[src/hdl/cdad_pkg.sv]
// Shared types, codes and calendar helpers for the date offset block.
`default_nettype none
package cdad_pkg;

  localparam int YEAR_W   = 14;
  localparam int MONTH_W  = 4;
  localparam int DAY_W    = 5;
  localparam int OFFSET_W = 16;
  localparam int STATUS_W = 2;
  localparam int CFG_IDX_W = 1;

  // Configuration register indexes
  localparam logic [CFG_IDX_W-1:0] CFG_MIN_YEAR = 1'd0;
  localparam logic [CFG_IDX_W-1:0] CFG_MAX_YEAR = 1'd1;

  localparam logic [YEAR_W-1:0] MIN_YEAR_RST = 14'd2020;
  localparam logic [YEAR_W-1:0] MAX_YEAR_RST = 14'd3000;

  // Result status codes
  localparam logic [STATUS_W-1:0] STATUS_OK        = 2'd0;
  localparam logic [STATUS_W-1:0] STATUS_BAD_DATE  = 2'd1;
  localparam logic [STATUS_W-1:0] STATUS_YEAR_OOR  = 2'd2;

  localparam logic [MONTH_W-1:0] MONTH_JAN = 4'd1;
  localparam logic [MONTH_W-1:0] MONTH_FEB = 4'd2;
  localparam logic [MONTH_W-1:0] MONTH_APR = 4'd4;
  localparam logic [MONTH_W-1:0] MONTH_JUN = 4'd6;
  localparam logic [MONTH_W-1:0] MONTH_SEP = 4'd9;
  localparam logic [MONTH_W-1:0] MONTH_NOV = 4'd11;
  localparam logic [MONTH_W-1:0] MONTH_DEC = 4'd12;

  // Divisibility by 25: multiply by the inverse of 25 modulo 2^14 and compare
  localparam logic [YEAR_W-1:0] INV25      = 14'd7209;
  localparam logic [YEAR_W-1:0] DIV25_LIMIT = 14'd655;

  typedef struct packed {
    logic [YEAR_W-1:0]          start_year;
    logic [MONTH_W-1:0]         start_month;
    logic [DAY_W-1:0]           start_day;
    logic signed [OFFSET_W-1:0] offset_days;
  } cdad_in_t;

  typedef struct packed {
    logic [YEAR_W-1:0]   result_year;
    logic [MONTH_W-1:0]  result_month;
    logic [DAY_W-1:0]    result_day;
    logic [STATUS_W-1:0] status;
  } cdad_out_t;

  function automatic logic is_leap(input logic [YEAR_W-1:0] year);
    logic [YEAR_W-1:0] prod;
    logic              div25;
    prod  = year * INV25;
    div25 = (prod <= DIV25_LIMIT);
    // divisible by 4, and either not by 100 or also by 400
    return (year[1:0] == 2'd0) && (!div25 || (year[3:0] == 4'd0));
  endfunction

  function automatic logic [DAY_W-1:0] month_len(input logic [MONTH_W-1:0] month,
                                                 input logic leap);
    logic [DAY_W-1:0] len;
    case (month)
      MONTH_APR, MONTH_JUN, MONTH_SEP, MONTH_NOV: len = 5'd30;
      MONTH_FEB: len = leap ? 5'd29 : 5'd28;
      default:   len = 5'd31;
    endcase
    return len;
  endfunction

endpackage
`default_nettype wire

[src/hdl/calendar_date_add_days.sv]
// Gregorian date plus signed day offset, walked month by month.
//
// Input channel in_valid/in_stall/in_data carries a start date and a signed
// day offset; an item is taken on a rising edge with in_valid high and
// in_stall low. The block holds in_stall high while it works on an item.
// Result channel out_valid/out_stall/out_data carries one result per item.
// The result waits in an output register, so the next item can be taken while
// the receiver stalls; a finished walk waits for that register to free up.
// Configuration (cfg_valid/cfg_ready/cfg_index/cfg_data) writes min_year and
// max_year; cfg_ready is always high.
//
// A rejected start date goes from ST_LEAP_IN through ST_CHECK to ST_DONE. Otherwise
// ST_CHECK adds the offset and ST_WALK steps the day count with one adder by one
// month length per cycle, pausing in ST_LEAP at each year boundary to refresh
// the leap flag. The block takes no new item until the result of the current
// one is loaded into the output register.
//
// Synchronous active-low reset clears the sequencer and the output valid and
// restores min_year 2020, max_year 3000.
`default_nettype none
module calendar_date_add_days (
  input  wire                                 clk,
  input  wire                                 rst_n,
  input  wire                                 in_valid,
  output logic                                in_stall,
  input  wire cdad_pkg::cdad_in_t             in_data,
  output logic                                out_valid,
  input  wire                                 out_stall,
  output cdad_pkg::cdad_out_t                 out_data,
  input  wire                                 cfg_valid,
  output logic                                cfg_ready,
  input  wire [cdad_pkg::CFG_IDX_W-1:0]       cfg_index,
  input  wire [cdad_pkg::YEAR_W-1:0]          cfg_data
);

  typedef enum logic [5:0] {
    ST_IDLE    = 6'b000001,
    ST_LEAP_IN = 6'b000010,
    ST_CHECK   = 6'b000100,
    ST_LEAP    = 6'b001000,
    ST_WALK    = 6'b010000,
    ST_DONE    = 6'b100000
  } state_t;

  localparam int YW = 16;  // year register, signed, room to step past either end
  localparam int DW = 18;  // day count, signed, start day plus offset

  state_t                          state_r, state_nxt;
  logic [cdad_pkg::YEAR_W-1:0]     min_year_r, max_year_r;
  logic signed [YW-1:0]            year_r, year_nxt;
  logic [cdad_pkg::MONTH_W-1:0]    month_r, month_nxt;
  logic signed [DW-1:0]            day_r, day_nxt;
  logic signed [cdad_pkg::OFFSET_W-1:0] offset_r;
  logic                            leap_r, leap_nxt;
  logic                            bad_r, bad_nxt;
  logic                            out_valid_r, out_valid_nxt;
  cdad_pkg::cdad_out_t             out_r, out_nxt;

  logic                            in_accept;
  logic                            year_ok;
  logic [cdad_pkg::DAY_W-1:0]      len_cur, len_prev;
  logic                            go_fwd, go_back;
  logic signed [DW-1:0]            step;
  logic                            out_free;

  assign in_accept = in_valid && (state_r == ST_IDLE);
  assign in_stall  = (state_r != ST_IDLE);
  assign out_valid = out_valid_r;
  assign out_data  = out_r;
  assign cfg_ready = 1'b1;
  assign out_free  = !out_valid_r || !out_stall;

  assign year_ok = (year_r >= $signed({2'b00, min_year_r})) &&
                   (year_r <= $signed({2'b00, max_year_r}));

  assign len_cur  = cdad_pkg::month_len(month_r, leap_r);
  assign len_prev = (month_r == cdad_pkg::MONTH_JAN) ? 5'd31 :
                    cdad_pkg::month_len(month_r - 4'd1, leap_r);
  assign go_fwd   = (day_r > $signed({{(DW-cdad_pkg::DAY_W){1'b0}}, len_cur}));
  assign go_back  = (day_r < $signed(18'sd1));
  // shared adder operand: minus this month's length, or plus the previous one
  assign step     = go_fwd ? -$signed({{(DW-cdad_pkg::DAY_W){1'b0}}, len_cur})
                           :  $signed({{(DW-cdad_pkg::DAY_W){1'b0}}, len_prev});

  always_comb begin
    state_nxt     = state_r;
    year_nxt      = year_r;
    month_nxt     = month_r;
    day_nxt       = day_r;
    leap_nxt      = leap_r;
    bad_nxt       = bad_r;
    out_valid_nxt = out_valid_r && out_stall;
    out_nxt       = out_r;
    case (state_r)
      ST_IDLE: begin
        if (in_accept) begin
          year_nxt  = $signed({2'b00, in_data.start_year});
          month_nxt = in_data.start_month;
          day_nxt   = $signed({{(DW-cdad_pkg::DAY_W){1'b0}}, in_data.start_day});
          bad_nxt   = 1'b0;
          state_nxt = ST_LEAP_IN;
        end
      end
      ST_LEAP_IN: begin
        leap_nxt  = cdad_pkg::is_leap(year_r[cdad_pkg::YEAR_W-1:0]);
        state_nxt = ST_CHECK;
      end
      ST_CHECK: begin
        if (!year_ok || month_r < cdad_pkg::MONTH_JAN || month_r > cdad_pkg::MONTH_DEC ||
            day_r < $signed(18'sd1) || go_fwd) begin
          bad_nxt   = 1'b1;
          state_nxt = ST_DONE;
        end else begin
          day_nxt   = day_r + DW'(offset_r);
          state_nxt = ST_WALK;
        end
      end
      ST_LEAP: begin
        leap_nxt  = cdad_pkg::is_leap(year_r[cdad_pkg::YEAR_W-1:0]);
        state_nxt = ST_WALK;
      end
      ST_WALK: begin
        if (go_fwd || go_back) begin
          day_nxt = day_r + step;
          if (go_fwd) begin
            if (month_r == cdad_pkg::MONTH_DEC) begin
              month_nxt = cdad_pkg::MONTH_JAN;
              year_nxt  = year_r + 16'sd1;
              state_nxt = ST_LEAP;
            end else begin
              month_nxt = month_r + 4'd1;
            end
          end else begin
            if (month_r == cdad_pkg::MONTH_JAN) begin
              month_nxt = cdad_pkg::MONTH_DEC;
              year_nxt  = year_r - 16'sd1;
              state_nxt = ST_LEAP;
            end else begin
              month_nxt = month_r - 4'd1;
            end
          end
        end else begin
          state_nxt = ST_DONE;
        end
      end
      ST_DONE: begin
        if (out_free) begin
          out_valid_nxt = 1'b1;
          if (bad_r) begin
            out_nxt = '{result_year: '0, result_month: '0, result_day: '0,
                        status: cdad_pkg::STATUS_BAD_DATE};
          end else if (!year_ok) begin
            out_nxt = '{result_year: '0, result_month: '0, result_day: '0,
                        status: cdad_pkg::STATUS_YEAR_OOR};
          end else begin
            out_nxt = '{result_year: year_r[cdad_pkg::YEAR_W-1:0],
                        result_month: month_r,
                        result_day: day_r[cdad_pkg::DAY_W-1:0],
                        status: cdad_pkg::STATUS_OK};
          end
          state_nxt = ST_IDLE;
        end
      end
      default: state_nxt = ST_IDLE;
    endcase
  end

  always_ff @(posedge clk) begin
    if (!rst_n) begin
      state_r     <= ST_IDLE;
      out_valid_r <= 1'b0;
      min_year_r  <= cdad_pkg::MIN_YEAR_RST;
      max_year_r  <= cdad_pkg::MAX_YEAR_RST;
    end else begin
      state_r     <= state_nxt;
      out_valid_r <= out_valid_nxt;
      if (cfg_valid && cfg_ready) begin
        case (cfg_index)
          cdad_pkg::CFG_MIN_YEAR: min_year_r <= cfg_data;
          cdad_pkg::CFG_MAX_YEAR: max_year_r <= cfg_data;
          default: ;
        endcase
      end
    end
  end

  always_ff @(posedge clk) begin
    year_r  <= year_nxt;
    month_r <= month_nxt;
    day_r   <= day_nxt;
    leap_r  <= leap_nxt;
    bad_r   <= bad_nxt;
    out_r   <= out_nxt;
    if (in_accept) begin
      offset_r <= in_data.offset_days;
    end
  end

endmodule
`default_nettype wire

[config.mk]
export PLATFORM = sky130hd
export DESIGN_NAME = calendar_date_add_days
export DESIGN_NICKNAME = d
export VERILOG_FILES = /design/src/hdl/cdad_pkg.sv /design/src/hdl/calendar_date_add_days.sv
export SDC_FILE = /design/constraint.sdc
export NUM_CORES = 1
export LEC_CHECK = 0
export ABC_AREA = 0
export ABC_CLOCK_PERIOD_IN_PS = 6300
export BUFFER_PORTS_ARGS = -buffer_cell sky130_fd_sc_hd__buf_2
export CAP_MARGIN = 10
export CORE_ASPECT_RATIO = 1.75
export CORE_MARGIN = 3
export CORE_UTILIZATION = 35
export CTS_BUF_LIST = sky130_fd_sc_hd__clkbuf_2 sky130_fd_sc_hd__clkbuf_4 sky130_fd_sc_hd__clkbuf_8
export DETAILED_ROUTE_END_ITERATION = 12
export MAX_ROUTING_LAYER = met4
export PLACE_DENSITY = 0.56
export SKIP_LAST_GASP = 1
export SYNTH_ARGS = -nofsm -noshare
export SYNTH_HDL_FRONTEND = slang
export SYNTH_SLANG_ARGS = --single-unit
[constraint.sdc]
create_clock -name clk -period 6.3 [get_ports clk]
set_input_delay 0.63 -clock clk [delete_from_list [all_inputs] [get_ports clk]]
set_output_delay 0.63 -clock clk [all_outputs]
set_load 0.1 [all_outputs]
==> qor.txt, run 1 <==
Drt drc - 0
Worst skew pair latency - 0.46 ns
Startpoint types - flip-flop
R2R Path Start - month_r[0]$_DFFE_PP_
Yosys warning count - 0
Hold Fails Final Rpt - 0
Core Rows - 73
Die Footprint - 25100 sq um
Core Area - 22700 sq um
Leak Pwr - 4.10 nW
Worst Max-Slew Pin Slew - 0.900 ns
Final Critical Period - 5.27 ns
CTS root buf - clkbuf_8
Wirelength per Cell - 16.6 um
CTS tree - done
Synthesized area - 8100 sq um
Via density - 5.09
Status - finished clean
Top cells by area, synth - edfxtp_1 30%, ha_1 16%, dfxtp_1 8.7%, nand2_1 4.6%, a21oi_1 3.4%
Initial antenna violation count - 1
Routability cong. - 0.893
Final period util - 0.837
Commonest register cell after synthesis - edfxtp_1
#FFs+latches synth - 116
Dpl hpwl - 15900 um
Routed wire length - 20800 um
Synth cell count leaders - 106 x ha_1, 100 x nand2_1, 81 x edfxtp_1
Area leader, netlist - edfxtp_1
Largest net degree at the start of global routing - 61
Final Skew - 0.0110 ns
Clock Path Buffers - 2
Post-synth EDFFs - 81
# nets final - 1113
Achievable Freq - 190 MHz
PortBufs - 85
Share of cells above drive strength 1 - 0.151
Die X-Extent - 121 um
Drt pass-1 iters - 4
Die Span Y - 207 um
Distinct cell type count after synthesis - 65
Reg clk slew, reported paths - 0.07 ns
Initial Utilization - 0.356
Register area share after synthesis - 0.387
Mean Syn Cell Area - 9.57 sq um
CP Max Fanout - 13
Cells after DPL - 1216
H-tree levels - 4
Pwr/cell area - 394 nW/um^2
Worst Hold Launch - in_data[9]
Final Non-Filler Cells - 1249
Max VDD drop - 142 uV
Post-route ant nets - 0
Syn Inst Count - 846
Crit path DAT - 5.47 ns
Cts hold-fix bufs - 0
Pins Over Slew Limit - 0
GRT Total Usage - 0.177
Worst EP required - 6.50 ns
Mapped Nets - 1024
Post-cts sizing count - 0
Vias - 6354
Class of the most critical setup path - reg2reg
Top cell type's share of synthesized area - 0.300
Boundary pin count - 87
Final TNS setup - 0 ns
Critical Path Start - month_r[0]$_DFFE_PP_
Rel. slew slack - 0.400
Max-Cap Viols - 0
DR iter-0 viols - 283
Endpoint class of the critical path - flip-flop
Final setup vio count - 0
Total congestion overflow - 0
Vias in the first global route - 6623
Clk sink count - 116
Hold crit path type - in2reg
Layout Area Growth over Synthesis - 14.6%
RSZ-0062 raised after global routing - no
Setup bufs post-CTS - 0
First-pass GRT wire length - 33600 um
Most common cell in the netlist - ha_1
Num CTS Buffers - 17
Async S/R FF share, synth - 0
## worst paths after layout
kind | slack (ns) | cells after the start | to
setup reg to reg | 1.03 | 22 | day_r[14]$_SDFFCE_PP0P_
setup / recovery | 1.03 | 22 | day_r[14]$_SDFFCE_PP0P_
hold / removal | 0.34 | 1 | offset_r[9]$_DFFE_PP_
hold reg to reg | 0.46 | 2 | min_year_r[3]$_SDFFE_PN0P_
## registers in the layout (all words and copies together) (netlist names)
register    flops
out_valid       1
month_r         4
out_data       25
max_year_r     14
day_r          18
year_r         16
state_r         6
leap_r          1
offset_r       16
min_year_r     14
bad_r           1
## through the flow
step	hold WS (ns)	cell area [sq um]	utilization	setup WS (ns)	total power, mW
after floorplan	0.425	8100	-	1.66	2.49
after global routing	0.321	9290	0.408	0.463	3.97
final	0.342	9290	0.408	1.03	3.66
after CTS	0.318	9280	0.408	1.03	3.69
after global placement	0.445	8870	0.390	1.17	2.89
after detailed placement	0.447	8870	0.390	1.07	2.93
## area by class of cell
cell class / count / area [sq um]
multi-input combinational: 635 / 4600
tap: 300 / 375
sequential: 116 / 3130
fill: 2256 / 13500
antenna: 1 / 2.50
clock buffer: 20 / 269
timing repair buffer: 93 / 485
inverter: 72 / 270
clock inverter: 12 / 148
## power by group
part / leakage (nW) / total [mW] / switching (mW) / internal [mW]
clock: 0.218 / 0.745 / 0.328 / 0.417
combinational: 2.82 / 1.86 / 1.05 / 0.807
sequential: 1.06 / 1.05 / 0.117 / 0.935
total: 4.10 / 3.66 / 1.50 / 2.16
## per-layer routing
metal	vias up	track usage	wire length (um)
met3	42	0.0286	729
met1	2990	0.170	7530
li1	3204	-	-
met5	-	-	0
met4	0	0.0712	590
met2	118	0.342	11900
## cell families (layout without fill, tap and decap cells)
family          after synthesis  in the layout  share of synthesized area
fa+ha+maj                   119            119                      0.196
flops                       116            116                      0.387
other cells                   1              2                   0.000463
xor+xnor                     45             45                     0.0487
mux                           1              1                    0.00124
simple gates                257            257                      0.154
buf+inv                      95            197                     0.0454
compound gates              212            212                      0.168
## worst max-delay path: stages (launching register included)
cell	delay, ns
edfxtp_1	0.47
inv_1	0.17
ha_1	0.29
o21ai_0	0.16
a21oi_1	0.08
nor2_1	0.20
ha_1	0.26
a21oi_1	0.19
a21oi_2	0.11
nor2_2	0.28
inv_1	0.29
o21ai_0	0.20
o21ai_0	0.10
ha_1	0.26
fa_1	0.41
a21o_1	0.18
a21oi_2	0.17
o21ai_1	0.14
o31ai_2	0.35
o21ai_1	0.20
o31ai_1	0.27
xor2_1	0.17
nor2_1	0.05
## layout by cell type, fill, tap and decap left out, types with 3 or more instances in the layout
cell type,count
inv_1,70
nor2b_1,8
o21a_1,15
xnor2_1,28
nand4_1,9
clkbuf_8,19
o31ai_1,6
nor4_1,14
o21ai_0,50
dfxtp_1,35
buf_2,85
fa_1,13
bufinv_16,3
or3_1,3
nor2_1,58
nor3_1,11
edfxtp_1,81
nand2_1,100
nand3b_1,3
a211oi_1,8
ha_1,106
a21oi_1,54
nand2b_1,7
buf_4,8
a21oi_2,4
inv_4,5
nand3_1,11
xor2_1,17
a21o_1,27
a2111oi_0,3
o21ai_1,6
and2_1,21
o211ai_1,16
Power figures use the tool's default switching activity.
==> run 2, diff against run 1 <==
--- a/config.mk
+++ b/config.mk
@@ -6,7 +6,7 @@
 export NUM_CORES = 1
 export LEC_CHECK = 0
 export ABC_AREA = 0
-export ABC_CLOCK_PERIOD_IN_PS = 6300
+export ABC_CLOCK_PERIOD_IN_PS = 4710
 export BUFFER_PORTS_ARGS = -buffer_cell sky130_fd_sc_hd__buf_2
 export CAP_MARGIN = 10
 export CORE_ASPECT_RATIO = 1.75
@@ -15,7 +15,7 @@
 export CTS_BUF_LIST = sky130_fd_sc_hd__clkbuf_2 sky130_fd_sc_hd__clkbuf_4 sky130_fd_sc_hd__clkbuf_8
 export DETAILED_ROUTE_END_ITERATION = 12
 export MAX_ROUTING_LAYER = met4
-export PLACE_DENSITY = 0.56
+export PLACE_DENSITY = 0.58
 export SKIP_LAST_GASP = 1
 export SYNTH_ARGS = -nofsm -noshare
 export SYNTH_HDL_FRONTEND = slang
==> constraint.sdc (replaced) <==
create_clock -name clk -period 4.71 [get_ports clk]
set_input_delay 0.471 -clock clk [delete_from_list [all_inputs] [get_ports clk]]
set_output_delay 0.471 -clock clk [all_outputs]
set_load 0.1 [all_outputs]
==> qor.txt, run 2 (synthesis gave the netlist of run 1 again) <==
Int Pwr - 3.06 mW (was 2.16 mW)
Routability cong. - 0.881 (was 0.893)
CP Max Fanout - 6 (was 13)
Clock Path Buffers - 2 (unchanged)
Met3 Resource Use GR - 0.0311 (was 0.0286)
Hold Path Depth - 1 (unchanged)
Sequential power share - 0.274 (was 0.288)
Switch Pwr - 1.97 mW (was 1.50 mW)
Share of cells above drive strength 1 - 0.182 (was 0.151)
Number of flip-flops under the largest register name - 25 (unchanged)
DR iter-0 viols - 280 (was 283)
Achievable Freq - 228 MHz (was 190 MHz)
Hold endpoint - offset_r[11]$_DFFE_PP_ (was offset_r[9]$_DFFE_PP_)
Met1 GRT Util - 0.173 (was 0.170)
Final Skew - 0.0127 ns (was 0.0110 ns)
First-pass GRT wire length - 33800 um (was 33600 um)
Gate power share - 0.510 (was 0.508)
Final Critical Period - 4.38 ns (was 5.27 ns)
Hold Fails Final Rpt - 0 (unchanged)
Vias - 6482 (was 6354)
Post-route cell area - 9550 sq um (was 9290 sq um)
Cell depth of the worst flop-to-flop path - 24 (was 22)
Die Span Y - 207 um (unchanged)
Pins Over Slew Limit - 0 (unchanged)
Final Non-Filler Cells - 1270 (was 1249)
Sw Share - 0.391 (was 0.410)
Initial antenna violation count - 0 (was 1)
# nets final - 1135 (was 1113)
Cells after DPL - 1234 (was 1216)
Clk sink count - 116 (unchanged)
Final period util - 0.931 (was 0.837)
R2R Path Start - month_r[1]$_DFFE_PP_ (was month_r[0]$_DFFE_PP_)
Max-Cap Viols - 0 (unchanged)
Final setup vio count - 0 (unchanged)
Core Rows - 73 (unchanged)
Clock Power Share - 0.216 (was 0.204)
Worst Hold Launch - in_data[11] (was in_data[9])
Met2 track demand over resource - 0.341 (was 0.342)
Die Footprint - 25100 sq um (unchanged)
Layout Area Growth over Synthesis - 17.9% (was 14.6%)
Leak Pwr - 4.23 nW (was 4.10 nW)
Status - finished clean (unchanged)
Reg2reg setup slack - 0.33 ns (was 1.03 ns)
Hold crit path type - in2reg (unchanged)
Worst skew pair latency - 0.45 ns (was 0.46 ns)
Vias in the first global route - 6701 (was 6623)
Post-route ant nets - 0 (unchanged)
Routed wire length - 21000 um (was 20800 um)
Startpoint types - flip-flop (unchanged)
FILL cells - 2254 (was 2256)
Via density - 5.10 (was 5.09)
N_diodes - 0 (was 1)
CTS root buf - clkbuf_8 (unchanged)
GRT Total Usage - 0.180 (was 0.177)
Endpoint class of the critical path - flip-flop (unchanged)
Core Area - 22700 sq um (unchanged)
Design Power - 5.03 mW (was 3.66 mW)
Largest net degree at the start of global routing - 30 (was 61)
Worst Max-Slew Pin Slew - 0.755 ns (was 0.900 ns)
Commonest non-fill, non-tap cell in the layout - ha_1 (unchanged)
CTS tree - done (unchanged)
Crit path DAT - 4.57 ns (was 5.47 ns)
Max VDD drop - 203 uV (was 142 uV)
Die X-Extent - 121 um (unchanged)
Boundary pin count - 87 (unchanged)
H-tree levels - 4 (unchanged)
Post-Place Cell Area - 9000 sq um (was 8870 sq um)
Total congestion overflow - 0 (unchanged)
Worst EP required - 4.90 ns (was 6.50 ns)
Crit Reg-Reg Endpoint - day_r[14]$_SDFFCE_PP0P_ (unchanged)
PortBufs - 85 (unchanged)
Most used routing layer - met2 (unchanged)
Drt pass-1 iters - 4 (unchanged)
Commonest cells after routing, fill and taps aside - 104 x ha_1, 100 x nand2_1, 85 x buf_2 (was 106 x ha_1, 100 x nand2_1, 85 x buf_2)
Initial Utilization - 0.356 (unchanged)
Pwr/cell area - 527 nW/um^2 (was 394 nW/um^2)
Reg clk slew, reported paths - 0.07 ns (about the same)
Dpl hpwl - 16500 um (was 15900 um)
Rel. slew slack - 0.496 (was 0.400)
Drt drc - 0 (unchanged)
Class of the most critical setup path - reg2reg (unchanged)
Wirelength per Cell - 16.6 um (about the same)
Num CTS Buffers - 17 (unchanged)
==> run 2: cell count changes in the layout (fill, tap and decap cells not counted), sizes merged <==
| cell | delta |
|---|---|
| inv | -3 |
| bufinv | +2 |
| clkinvlp | -1 |
| clkinv | +2 |
| buf | +22 |
| diode | -1 |
==> run 2: timing repair <==
item | in CTS | in global routing
buffers inserted | 0 | 4
gates resized for setup | 0 | 17
hold buffers | 0 | 0
setup endpoints to repair | 0 | 13
==> run 2: layout make-up <==
cell class	count	area [sq um]	share of cell area
timing repair buffer	115	651	0.0681
multi-input combinational	635	4650	0.487
clock inverter	12	199	0.0208
clock buffer	20	269	0.0282
tap	300	375	0.0393
inverter	72	270	0.0283
sequential	116	3130	0.328
==> run 2: how the worst max path moves through the flow <==
| stage | slack (ns) | start | cells after the start | to |
|---|---|---|---|---|
| after floorplan | 0.07 | month_r[0]$_DFFE_PP_ | 23 | day_r[14]$_SDFFCE_PP0P_ |
| after global placement | 0.24 | month_r[1]$_DFFE_PP_ | 24 | day_r[14]$_SDFFCE_PP0P_ |
| after detailed placement | 0.13 | month_r[1]$_DFFE_PP_ | 24 | day_r[14]$_SDFFCE_PP0P_ |
| after CTS | 0.10 | month_r[1]$_DFFE_PP_ | 21 | day_r[13]$_SDFFCE_PP0P_ |
| after global routing | -0.07 | month_r[1]$_DFFE_PP_ | 24 | day_r[14]$_SDFFCE_PP0P_ |
| final | 0.33 | month_r[1]$_DFFE_PP_ | 24 | day_r[14]$_SDFFCE_PP0P_ |
==> run 2: worst max-delay path: stages, from the launching register on <==
cell and delay (ns):
edfxtp_1 0.49, buf_4 0.18, ha_1 0.23, nor2_1 0.11, nor2_1 0.05, nor2_2 0.15
ha_1 0.17, inv_1 0.04, a21o_1 0.17, a21oi_4 0.16, nor2_2 0.06, inv_2 0.10
nand3_1 0.07, o21ai_1 0.07, o21ai_0 0.09, ha_2 0.21, fa_1 0.40, a21o_1 0.19
a21oi_2 0.19, o21ai_2 0.12, o31ai_4 0.27, o21ai_2 0.14, o31ai_2 0.25, xor2_1 0.17
nor2_1 0.05
==> run 2: power groups by stage <==
stage,clock network [mW],logic [mW],registers [mW]
floorplan,0,1.97,1.35
global placement,0,2.49,1.40
detailed placement,0,2.52,1.40
CTS,1.11,2.55,1.38
global route,1.16,2.93,1.39
finish,1.09,2.57,1.38
==> run 2: routing by layer <==
layer	vias up	part of all wire
li1	3247	-
met1	3054	0.36
met2	140	0.57
met3	41	0.029
met4	0	0.038
met5	-	0
==> run 2: stage by stage <==
stage | util | TNS, ns | hold slack (ns) | worst slack (ns)
6_report | 0.420 | 0 | 0.194 | 0.325
5_1_grt | 0.420 | -0.109 | 0.151 | -0.0664
4_1_cts | 0.416 | 0 | 0.160 | 0.104
3_5_place_dp | 0.396 | 0 | 0.447 | 0.129
3_3_place_gp | 0.396 | 0 | 0.445 | 0.243
2_1_floorplan | - | 0 | 0.425 | 0.0701
